==> src/design/pca_pkg.sv <==
// pca_pkg: shared types, weights and widths for the pixel color adjust filter
// no dependencies; imported by pixel_color_adjust_filter
`timescale 1ns / 1ps

package pca_pkg;

  // configuration port
  localparam int unsigned CFG_IDX_W  = 3;
  localparam int unsigned CFG_DATA_W = 8;

  localparam logic [CFG_IDX_W-1:0] REG_FILTER_EN  = 3'd0;
  localparam logic [CFG_IDX_W-1:0] REG_BRIGHTNESS = 3'd1;
  localparam logic [CFG_IDX_W-1:0] REG_CONTRAST   = 3'd2;
  localparam logic [CFG_IDX_W-1:0] REG_GRAY_EN    = 3'd3;
  localparam logic [CFG_IDX_W-1:0] REG_SEPIA_EN   = 3'd4;
  localparam logic [CFG_IDX_W-1:0] REG_INVERT_EN  = 3'd5;

  // stream payload
  localparam int unsigned PIX_W = 32;

  // contrast factor divider: quotient bits, remainder and divisor widths
  localparam int unsigned DIV_BITS = 18;
  localparam int unsigned REM_W    = 35;
  localparam int unsigned DEN_W    = 17;

  // weighted sums: 16-bit weight times 8-bit channel
  localparam int unsigned PROD_W = 24;
  localparam int unsigned SUM_W  = 26;

  // contrast product: signed 19-bit factor times signed 10-bit delta
  localparam int unsigned CPROD_W = 29;

  // q16 luma weights, red green blue
  localparam logic [15:0] GRAY_W [3] = '{16'd19595, 16'd38470, 16'd7471};

  // q16 sepia matrix, one row per output channel
  localparam logic [15:0] SEPIA_W [3][3] = '{
    '{16'd25756, 16'd50397, 16'd12386},
    '{16'd22872, 16'd44958, 16'd11010},
    '{16'd17826, 16'd34996, 16'd8585}
  };

  // color channels in order red, green, blue
  typedef struct packed {
    logic [7:0]      alpha;
    logic [2:0][7:0] rgb;
  } pix_t;

  // per-item step enables, snapshot of the registers at accept time
  typedef struct packed {
    logic con_en;
    logic gray_en;
    logic sep_en;
    logic inv_en;
  } ctl_t;

endpackage

==> src/design/pixel_color_adjust_filter.sv <==
// pixel_color_adjust_filter: pipelined argb8888 color adjustment
// depends on pca_pkg
`timescale 1ns / 1ps

// pipe: entry register, divider stages, then contrast, clamp, luma, grayscale, sepia and output registers
// throughput: one item per cycle; an item may enter every cycle while the output is taken
// the depth comes from the 18-stage restoring divider that forms the contrast factor
//   per item, one quotient bit per stage, so a register write applies from the next item
// reset: all valid bits and configuration registers clear, so the block passes pixels
//   unchanged until the filter is enabled

module pixel_color_adjust_filter (
  input  logic                          clk_i,
  input  logic                          rst_ni,
  // configuration write port
  input  logic                          cfg_we_i,
  input  logic [pca_pkg::CFG_IDX_W-1:0]  cfg_addr_i,
  input  logic [pca_pkg::CFG_DATA_W-1:0] cfg_data_i,
  // input items
  input  logic                          s_axis_tvalid,
  output logic                          s_axis_tready,
  input  logic [pca_pkg::PIX_W-1:0]      s_axis_tdata,  // alpha_in, red_in, green_in, blue_in
  // result items
  output logic                          m_axis_tvalid,
  input  logic                          m_axis_tready,
  output logic [pca_pkg::PIX_W-1:0]      m_axis_tdata   // alpha_out, red_out, green_out, blue_out
);

  import pca_pkg::*;

  // ---------------------------------------------------------------------------
  // configuration registers
  // ---------------------------------------------------------------------------
  logic              filter_en_q;
  logic signed [7:0] bright_q;
  logic signed [7:0] contrast_q;
  logic              gray_en_q;
  logic              sep_en_q;
  logic              inv_en_q;

  always_ff @(posedge clk_i or negedge rst_ni) begin
    if (!rst_ni) begin
      filter_en_q <= 1'b0;
      bright_q    <= '0;
      contrast_q  <= '0;
      gray_en_q   <= 1'b0;
      sep_en_q    <= 1'b0;
      inv_en_q    <= 1'b0;
    end else if (cfg_we_i) begin
      case (cfg_addr_i)
        REG_FILTER_EN:  filter_en_q <= cfg_data_i[0];
        REG_BRIGHTNESS: bright_q    <= $signed(cfg_data_i);
        REG_CONTRAST:   contrast_q  <= $signed(cfg_data_i);
        REG_GRAY_EN:    gray_en_q   <= cfg_data_i[0];
        REG_SEPIA_EN:   sep_en_q    <= cfg_data_i[0];
        REG_INVERT_EN:  inv_en_q    <= cfg_data_i[0];
        default: ;  // unused indexes are ignored
      endcase
    end
  end

  // ---------------------------------------------------------------------------
  // pipeline advance: the whole pipe moves whenever the output register is free
  // ---------------------------------------------------------------------------
  logic adv;
  logic ov_q;

  assign adv           = !ov_q || m_axis_tready;
  assign s_axis_tready = adv;

  function automatic logic [7:0] add_clamp(input logic [7:0] v, input logic signed [7:0] off);
    logic signed [9:0] s;
    s = $signed({2'b00, v}) + 10'(off);
    if (s[9]) begin
      add_clamp = 8'h00;
    end else if (s[8]) begin
      add_clamp = 8'hff;
    end else begin
      add_clamp = s[7:0];
    end
  endfunction

  // ---------------------------------------------------------------------------
  // entry stage: brightness, step enables, contrast numerator and divisor
  // ---------------------------------------------------------------------------
  pix_t              in_pix;
  pix_t              bri_pix;
  ctl_t              in_ctl;
  logic signed [7:0] bright_eff;
  logic signed [7:0] contrast_eff;
  logic        [8:0] c_plus;    // c + 255, 127..382
  logic        [8:0] c_minus;   // 259 - c, 132..387
  logic [DEN_W-1:0]  num_hi;
  logic [DEN_W-1:0]  den_in;
  logic signed [9:0] c_plus_s;
  logic signed [9:0] c_minus_s;

  assign in_pix.alpha  = s_axis_tdata[7:0];
  assign in_pix.rgb[0] = s_axis_tdata[15:8];
  assign in_pix.rgb[1] = s_axis_tdata[23:16];
  assign in_pix.rgb[2] = s_axis_tdata[31:24];

  always_comb begin
    // with filtering off every step is disabled, which passes the pixel unchanged
    bright_eff   = filter_en_q ? bright_q : 8'sd0;
    contrast_eff = filter_en_q ? contrast_q : 8'sd0;

    in_ctl.con_en  = filter_en_q && (contrast_q != 8'sd0);
    in_ctl.gray_en = filter_en_q && gray_en_q;
    in_ctl.sep_en  = filter_en_q && sep_en_q;
    in_ctl.inv_en  = filter_en_q && inv_en_q;

    bri_pix.alpha = in_pix.alpha;
    for (int k = 0; k < 3; k++) begin
      bri_pix.rgb[k] = add_clamp(in_pix.rgb[k], bright_eff);
    end

    c_plus_s  = 10'(contrast_eff) + 10'sd255;
    c_minus_s = 10'sd259 - 10'(contrast_eff);
    c_plus    = c_plus_s[8:0];
    c_minus   = c_minus_s[8:0];
    num_hi    = DEN_W'(c_plus) * DEN_W'(259);
    den_in    = DEN_W'(c_minus) * DEN_W'(255);
  end

  // ---------------------------------------------------------------------------
  // contrast factor divider: element 0 is the entry register, each later
  // element resolves one quotient bit, most significant first
  // ---------------------------------------------------------------------------
  logic                dv_q   [0:DIV_BITS];
  pix_t                dpix_q [0:DIV_BITS];
  ctl_t                dctl_q [0:DIV_BITS];
  logic [REM_W-1:0]    drem_q [0:DIV_BITS];
  logic [DEN_W-1:0]    dden_q [0:DIV_BITS];
  logic [DIV_BITS-1:0] dquo_q [0:DIV_BITS];

  always_ff @(posedge clk_i or negedge rst_ni) begin
    if (!rst_ni) begin
      dv_q[0] <= 1'b0;
    end else if (adv) begin
      dv_q[0] <= s_axis_tvalid;
    end
  end

  always_ff @(posedge clk_i) begin
    if (adv) begin
      dpix_q[0] <= bri_pix;
      dctl_q[0] <= in_ctl;
      drem_q[0] <= REM_W'({num_hi, 16'h0000});
      dden_q[0] <= den_in;
      dquo_q[0] <= '0;
    end
  end

  for (genvar i = 1; i <= DIV_BITS; i++) begin : g_div
    localparam int unsigned Sh = DIV_BITS - i;
    logic [REM_W-1:0] trial;

    assign trial = REM_W'(dden_q[i-1]) << Sh;

    always_ff @(posedge clk_i or negedge rst_ni) begin
      if (!rst_ni) begin
        dv_q[i] <= 1'b0;
      end else if (adv) begin
        dv_q[i] <= dv_q[i-1];
      end
    end

    always_ff @(posedge clk_i) begin
      if (adv) begin
        dpix_q[i] <= dpix_q[i-1];
        dctl_q[i] <= dctl_q[i-1];
        dden_q[i] <= dden_q[i-1];
        if (drem_q[i-1] >= trial) begin
          drem_q[i] <= drem_q[i-1] - trial;
          dquo_q[i] <= dquo_q[i-1] | (DIV_BITS'(1) << Sh);
        end else begin
          drem_q[i] <= drem_q[i-1];
          dquo_q[i] <= dquo_q[i-1];
        end
      end
    end
  end

  // ---------------------------------------------------------------------------
  // contrast products: factor * (v - 128) + 128 in q16
  // ---------------------------------------------------------------------------
  logic                      cv_q;
  pix_t                      cpix_q;
  ctl_t                      cctl_q;
  logic signed [CPROD_W-1:0] ct_q [3];
  logic signed [CPROD_W-1:0] ct_d [3];
  logic signed [DIV_BITS:0]  fac_s;
  logic signed [9:0]         delta [3];

  always_comb begin
    fac_s = $signed({1'b0, dquo_q[DIV_BITS]});
    for (int k = 0; k < 3; k++) begin
      delta[k] = $signed({2'b00, dpix_q[DIV_BITS].rgb[k]}) - 10'sd128;
      ct_d[k]  = fac_s * delta[k] + CPROD_W'(32'sd8388608);
    end
  end

  always_ff @(posedge clk_i or negedge rst_ni) begin
    if (!rst_ni) begin
      cv_q <= 1'b0;
    end else if (adv) begin
      cv_q <= dv_q[DIV_BITS];
    end
  end

  always_ff @(posedge clk_i) begin
    if (adv) begin
      cpix_q <= dpix_q[DIV_BITS];
      cctl_q <= dctl_q[DIV_BITS];
      ct_q   <= ct_d;
    end
  end

  // ---------------------------------------------------------------------------
  // contrast clamp: negative sums give 0, large ones 255
  // ---------------------------------------------------------------------------
  logic xv_q;
  pix_t xpix_q;
  pix_t xpix_d;
  ctl_t xctl_q;

  always_comb begin
    xpix_d = cpix_q;
    if (cctl_q.con_en) begin
      for (int k = 0; k < 3; k++) begin
        if (ct_q[k][CPROD_W-1]) begin
          xpix_d.rgb[k] = 8'h00;
        end else if (|ct_q[k][CPROD_W-2:24]) begin
          xpix_d.rgb[k] = 8'hff;
        end else begin
          xpix_d.rgb[k] = ct_q[k][23:16];
        end
      end
    end
  end

  always_ff @(posedge clk_i or negedge rst_ni) begin
    if (!rst_ni) begin
      xv_q <= 1'b0;
    end else if (adv) begin
      xv_q <= cv_q;
    end
  end

  always_ff @(posedge clk_i) begin
    if (adv) begin
      xpix_q <= xpix_d;
      xctl_q <= cctl_q;
    end
  end

  // ---------------------------------------------------------------------------
  // luma products
  // ---------------------------------------------------------------------------
  logic              gv_q;
  pix_t              gpix_q;
  ctl_t              gctl_q;
  logic [PROD_W-1:0] gp_q [3];

  always_ff @(posedge clk_i or negedge rst_ni) begin
    if (!rst_ni) begin
      gv_q <= 1'b0;
    end else if (adv) begin
      gv_q <= xv_q;
    end
  end

  always_ff @(posedge clk_i) begin
    if (adv) begin
      gpix_q <= xpix_q;
      gctl_q <= xctl_q;
      for (int k = 0; k < 3; k++) begin
        gp_q[k] <= PROD_W'(xpix_q.rgb[k]) * PROD_W'(GRAY_W[k]);
      end
    end
  end

  // ---------------------------------------------------------------------------
  // luma sum and grayscale select
  // ---------------------------------------------------------------------------
  logic             yv_q;
  pix_t             ypix_q;
  pix_t             ypix_d;
  ctl_t             yctl_q;
  logic [SUM_W-1:0] gsum;
  logic [7:0]       luma;

  always_comb begin
    gsum   = SUM_W'(gp_q[0]) + SUM_W'(gp_q[1]) + SUM_W'(gp_q[2]);
    luma   = (|gsum[SUM_W-1:24]) ? 8'hff : gsum[23:16];
    ypix_d = gpix_q;
    if (gctl_q.gray_en) begin
      for (int k = 0; k < 3; k++) begin
        ypix_d.rgb[k] = luma;
      end
    end
  end

  always_ff @(posedge clk_i or negedge rst_ni) begin
    if (!rst_ni) begin
      yv_q <= 1'b0;
    end else if (adv) begin
      yv_q <= gv_q;
    end
  end

  always_ff @(posedge clk_i) begin
    if (adv) begin
      ypix_q <= ypix_d;
      yctl_q <= gctl_q;
    end
  end

  // ---------------------------------------------------------------------------
  // sepia products, one row of three per output channel
  // ---------------------------------------------------------------------------
  logic              sv_q;
  pix_t              spix_q;
  ctl_t              sctl_q;
  logic [PROD_W-1:0] sp_q [3][3];

  always_ff @(posedge clk_i or negedge rst_ni) begin
    if (!rst_ni) begin
      sv_q <= 1'b0;
    end else if (adv) begin
      sv_q <= yv_q;
    end
  end

  always_ff @(posedge clk_i) begin
    if (adv) begin
      spix_q <= ypix_q;
      sctl_q <= yctl_q;
      for (int j = 0; j < 3; j++) begin
        for (int k = 0; k < 3; k++) begin
          sp_q[j][k] <= PROD_W'(ypix_q.rgb[k]) * PROD_W'(SEPIA_W[j][k]);
        end
      end
    end
  end

  // ---------------------------------------------------------------------------
  // sepia sums with clamp, invert, output register
  // ---------------------------------------------------------------------------
  pix_t             opix_q;
  pix_t             opix_d;
  logic [SUM_W-1:0] ssum [3];

  always_comb begin
    opix_d = spix_q;
    for (int j = 0; j < 3; j++) begin
      ssum[j] = SUM_W'(sp_q[j][0]) + SUM_W'(sp_q[j][1]) + SUM_W'(sp_q[j][2]);
      if (sctl_q.sep_en) begin
        opix_d.rgb[j] = (|ssum[j][SUM_W-1:24]) ? 8'hff : ssum[j][23:16];
      end
      if (sctl_q.inv_en) begin
        opix_d.rgb[j] = ~opix_d.rgb[j];  // 255 - v
      end
    end
  end

  always_ff @(posedge clk_i or negedge rst_ni) begin
    if (!rst_ni) begin
      ov_q <= 1'b0;
    end else if (adv) begin
      ov_q <= sv_q;
    end
  end

  always_ff @(posedge clk_i) begin
    if (adv) begin
      opix_q <= opix_d;
    end
  end

  assign m_axis_tvalid = ov_q;
  assign m_axis_tdata  = {opix_q.rgb[2], opix_q.rgb[1], opix_q.rgb[0], opix_q.alpha};

`ifndef SYNTH
  // the divider leaves a remainder below the divisor, so the factor is the floor
  assert property (@(posedge clk_i) disable iff (!rst_ni)
    dv_q[DIV_BITS] |-> (drem_q[DIV_BITS] < REM_W'(dden_q[DIV_BITS])))
    else $error("contrast divider remainder not below divisor");

  // any legal contrast setting gives a nonzero factor
  assert property (@(posedge clk_i) disable iff (!rst_ni)
    (dv_q[DIV_BITS] && dctl_q[DIV_BITS].con_en) |-> (dquo_q[DIV_BITS] != '0))
    else $error("contrast factor is zero");

  // after the grayscale step all three channels match
  assert property (@(posedge clk_i) disable iff (!rst_ni)
    (yv_q && yctl_q.gray_en) |->
      ((ypix_q.rgb[0] == ypix_q.rgb[1]) && (ypix_q.rgb[1] == ypix_q.rgb[2])))
    else $error("grayscale channels differ");

  // a stalled output holds back the input side
  assert property (@(posedge clk_i) disable iff (!rst_ni)
    (m_axis_tvalid && !m_axis_tready) |-> !s_axis_tready)
    else $error("input accepted while output stalled");

  // a stall freezes the last divider stage
  assert property (@(posedge clk_i) disable iff (!rst_ni)
    !adv |=> $stable(dv_q[DIV_BITS]))
    else $error("pipeline moved during stall");
`endif

endmodule
==> config.mk <==
export PLATFORM = sky130hd
export DESIGN_NAME = pixel_color_adjust_filter
export DESIGN_NICKNAME = d
export VERILOG_FILES = /design/src/design/pca_pkg.sv /design/src/design/pixel_color_adjust_filter.sv
export SDC_FILE = /design/constraint.sdc
export NUM_CORES = 2
export LEC_CHECK = 0
export BUFFER_PORTS_ARGS = -buffer_cell sky130_fd_sc_hd__clkbuf_2
export CAP_MARGIN = 10
export CORE_MARGIN = 2
export CORE_UTILIZATION = 60
export CTS_BUF_LIST = sky130_fd_sc_hd__clkbuf_8
export DETAILED_ROUTE_END_ITERATION = 12
export HOLD_SLACK_MARGIN = 0.15
export PLACE_DENSITY = 0.89
export RECOVER_POWER = 25
export SYNTH_ARGS = -nofsm -noshare
export SYNTH_HDL_FRONTEND = slang
export SYNTH_SLANG_ARGS = --single-unit
==> constraint.sdc <==
create_clock -name clk_i -period 50.7 [get_ports clk_i]
set_input_delay 7.605 -clock clk_i [delete_from_list [all_inputs] [get_ports clk_i]]
set_output_delay 7.605 -clock clk_i [all_outputs]
set_load 0.02 [all_outputs]
==> results.cfg <==
[routing]
vias = 78415
post_drt_wl_per_cell_microns = 19.61
remaining_drc_errors = 0
drt_first_pass_iters = 8
drt_iter0_drc = 6856
route.final.wire_length_microns = 265400
routed_via_density = 5.794
drtAntennaViolNets = 0

[die]
die_area_sq_um = 215300
ioPinCount = 82
overall_die_width_microns = 464.0
starting_density_of_the_core_pct = 60.46
placeable_core_region_sq_um = 210000
die_height_microns = 464.0
std_cell_rows = 168

[clock_network]
insertion_delay_of_the_later_clocked_pin_in_the_worst_skew_pair_ps = 1070
cts_setup_buffers = 0
cts.clk_slew.worst_paths_ps = 70
root_buffer = sky130_fd_sc_hd__clkbuf_8
cts.htree.levels = 5
numClockSinks = 2141
cts_made_buffers = 360
cts_hold_buf = 0
cts_max_path_buffers = 4
post_cts.resized_instances = 0
tritoncts = built

[synth]
synth-compound-area-share_pct = 7.837
proportion_of_synthesized_area_in_mux_cells_pct = 1.037
syn_area_sq_um = 127000
synth_enable_flop_cells = 2096
synth-adder-area-share_pct = 23.22
synthCells = 10126
synthSimpleGateAreaFrac_pct = 8.744
synth_flop_cell = sky130_fd_sc_hd__edfxtp_1
synth_top_cells_by_area = sky130_fd_sc_hd__edfxtp_1 50%, sky130_fd_sc_hd__ha_1 12%, sky130_fd_sc_hd__fa_1 11%
sequential_area_share_after_synthesis_pct = 50.46
synth.avg_cell_area_sq_um = 12.54
synthesis.nets = 12122
synthXorXnorAreaFrac_pct = 4.463
synth_largest_area_cell = sky130_fd_sc_hd__edfxtp_1
synth-seq-cells = 2141
synth_top_family_by_area = adder cells
synth.distinct_cells = 84
synth_top_area_share_pct = 49.58
asr_flop_ratio_synth_pct = 2.102
yosys_warnings = 0

[placement]
dp_hpwl_microns = 194500
detailedPlace.worstSlack_ps = 34230
place_congestion = 0.9571
port_buffers = 81

[global_route]
grt_max_degree = 201
antenna_found_initial = 8
grt_pass1_wl_microns = 424400
gr-total-overflow = 0
globalRouteTotalUtil_pct = 24.71
first_global_vias = 81649

[setup_path]
critPathKind = input port to output port
worst_path_top_cell_family_by_delay = buffers and inverters
cpMaxStageDelayCell = sky130_fd_sc_hd__buf_4
critical_path.max_fanout = 97
start_kind = input port
critPathRequiredTime_ps = 43100
worst-r2r-cell-count = 19
worst_path_most_repeated_cell = sky130_fd_sc_hd__clkbuf_2
cp_cell_sequence = clkbuf_2 -> nor2b_4 -> buf_4 -> inv_16 -> clkbuf_2
critical_path_arrival_ps = 8910
worst_r2r_startpoint = dpix_q[18][8]$_DFFE_PP_
reg2reg_slack_ps = 43880
critPathBufInv = 4
crit_path_max_incr_delay_ps = 410
timing.critical_path.to_type = output port
worst_r2r_endpoint = ct_q[56]$_DFFE_PP_

[job]
timing.max_cap.violations = 0

[worst_hold_path]
min_to = dquo_q[17][6]$_DFFE_PP_
worst_hold_path_type = flip-flop to flip-flop
holdCritStartpoint = dquo_q[16][6]$_DFFE_PP_
min_path_cells = 0

[timing]
finalCriticalPeriod_ps = 16520
worst-slew-pin-transition_ps = 1229
timing.slew.headroom_pct = 18.08
max_freq_ghz = 0.06054
maxSlewViolCount = 0
fin_tns_setup_ps = 0
rsz0062_at_grt = no
final.period_utilization_pct = 32.58
setup_violation_total_in_the_final_timing_report = 0
fin_worst_skew_ps = 92.16
final.setup.worst_slack_ps = 34180
hold_viol_final = 0

[run_status]
outcome = finished clean

[cells_and_area]
final_layout_size_suffix_gt1_share_pct = 7.527
fin_nets = 12459
area_delta_synth_final_pct = 8.283
-- per-layer routing --
| metal | wire, microns | global-route usage, % | up-vias |
|---|---|---|---|
| met2 | 131600 | 42.09 | 2811 |
| met3 | 17530 | 4.300 | 753 |
| met5 | 0 | 0 | - |
| met1 | 105200 | 31.10 | 38347 |
| li1 | - | - | 36504 |
| met4 | 11060 | 10.69 | 0 |
-- cells in the final DEF (no fill, tap or decap), types with 71 or more instances in the layout --
master                     instances
sky130_fd_sc_hd__mux2_2          108
sky130_fd_sc_hd__o21ai_0         323
sky130_fd_sc_hd__o21a_1          107
sky130_fd_sc_hd__a21oi_1         501
sky130_fd_sc_hd__xor2_1          270
sky130_fd_sc_hd__nand2_1         589
sky130_fd_sc_hd__buf_4            71
sky130_fd_sc_hd__nor2_1          609
sky130_fd_sc_hd__inv_1          1320
sky130_fd_sc_hd__or3_1            78
sky130_fd_sc_hd__and2_1          210
sky130_fd_sc_hd__clkinv_1         82
sky130_fd_sc_hd__clkbuf_8        369
sky130_fd_sc_hd__nor2b_1         127
sky130_fd_sc_hd__nand2b_1         72
sky130_fd_sc_hd__ha_1           1268
sky130_fd_sc_hd__a21o_1          190
sky130_fd_sc_hd__fa_1            680
sky130_fd_sc_hd__nor3_1          172
sky130_fd_sc_hd__nand3_1          99
sky130_fd_sc_hd__edfxtp_1       2096
sky130_fd_sc_hd__clkbuf_2         81
sky130_fd_sc_hd__xnor2_1         377
-- layout make-up --
| class | count | area (sq um) |
|---|---|---|
| inverter | 1245 | 4690 |
| fill | 14495 | 72520 |
| multi-input combinational | 6560 | 57540 |
| tap | 2805 | 3510 |
| antenna | 8 | 20.02 |
| sequential | 2141 | 64070 |
| timing repair buffer | 155 | 993.5 |
| clock buffer | 369 | 5079 |
| clock inverter | 251 | 1577 |
-- per-stage QoR --
step,util (%),std cells,hold WS [ps],cell area (sq um)
floorplan,-,10126,400.3,127000
global placement,62.28,12905,400.3,130800
detailed placement,62.28,12905,404.5,130800
CTS,65.45,13525,346.6,137400
global route,65.46,13531,360.6,137500
finish,65.47,13534,343.7,137500
-- state kept, by name, summed over array words and instances (netlist names), 3 cells and up, named ones only --
register and flops:
bright_q 8, gpix_q 32, dpix_q 608, dv_q 19
opix_d 8, ct_q 39, xctl_q 3, m_axis_tdata 32
ypix_q 32, spix_q 24, sp_q 168, xpix_q 32
drem_q 457, cctl_q 4, dden_q 306, dquo_q 171
gp_q 64, gctl_q 3, contrast_q 8, cpix_q 32
dctl_q 76
-- cells in the mapped netlist (all sizes together) (56+ instances only) --
master / n
edfxtp: 2096
nor3: 172
nor2: 610
a21o: 190
or3: 78
nor2b: 128
ha: 1268
mux2: 108
a21oi: 501
nand3: 99
nand2b: 72
xor2: 270
o21bai: 56
fa: 680
inv: 1244
and2: 210
clkbuf: 160
o21ai: 326
nor4: 67
nand2: 589
o21a: 107
xnor2: 377
nand4: 58
-- cells by family (layout without fill, tap and decap cells) --
group                    count (synthesis)  in the layout
AO/OA/AOI/OAI                         1573           1573
XOR/XNOR                               647            647
adder cells (fa/ha/maj)               1948           1948
buffers and inverters                 1425           2020
flip-flops                            2141           2141
multiplexers                           118            118
other                                    1              9
AND/OR/NAND/NOR                       2273           2273
-- worst max-delay path by stage --
stage / startpoint / to / slack (ps) / cells past startpoint
5_1_grt: m_axis_tready / s_axis_tready / 34180 / 5
3_5_place_dp: m_axis_tready / s_axis_tready / 34230 / 5
3_3_place_gp: m_axis_tready / s_axis_tready / 34260 / 5
2_1_floorplan: m_axis_tready / flip-flop / 16460 / 3
4_1_cts: m_axis_tready / s_axis_tready / 34230 / 5
6_report: m_axis_tready / s_axis_tready / 34180 / 5
Power is left out: the tool's default activity adds up to more than one toggle a clock period on the data nets, which glitch-free logic cannot reach.
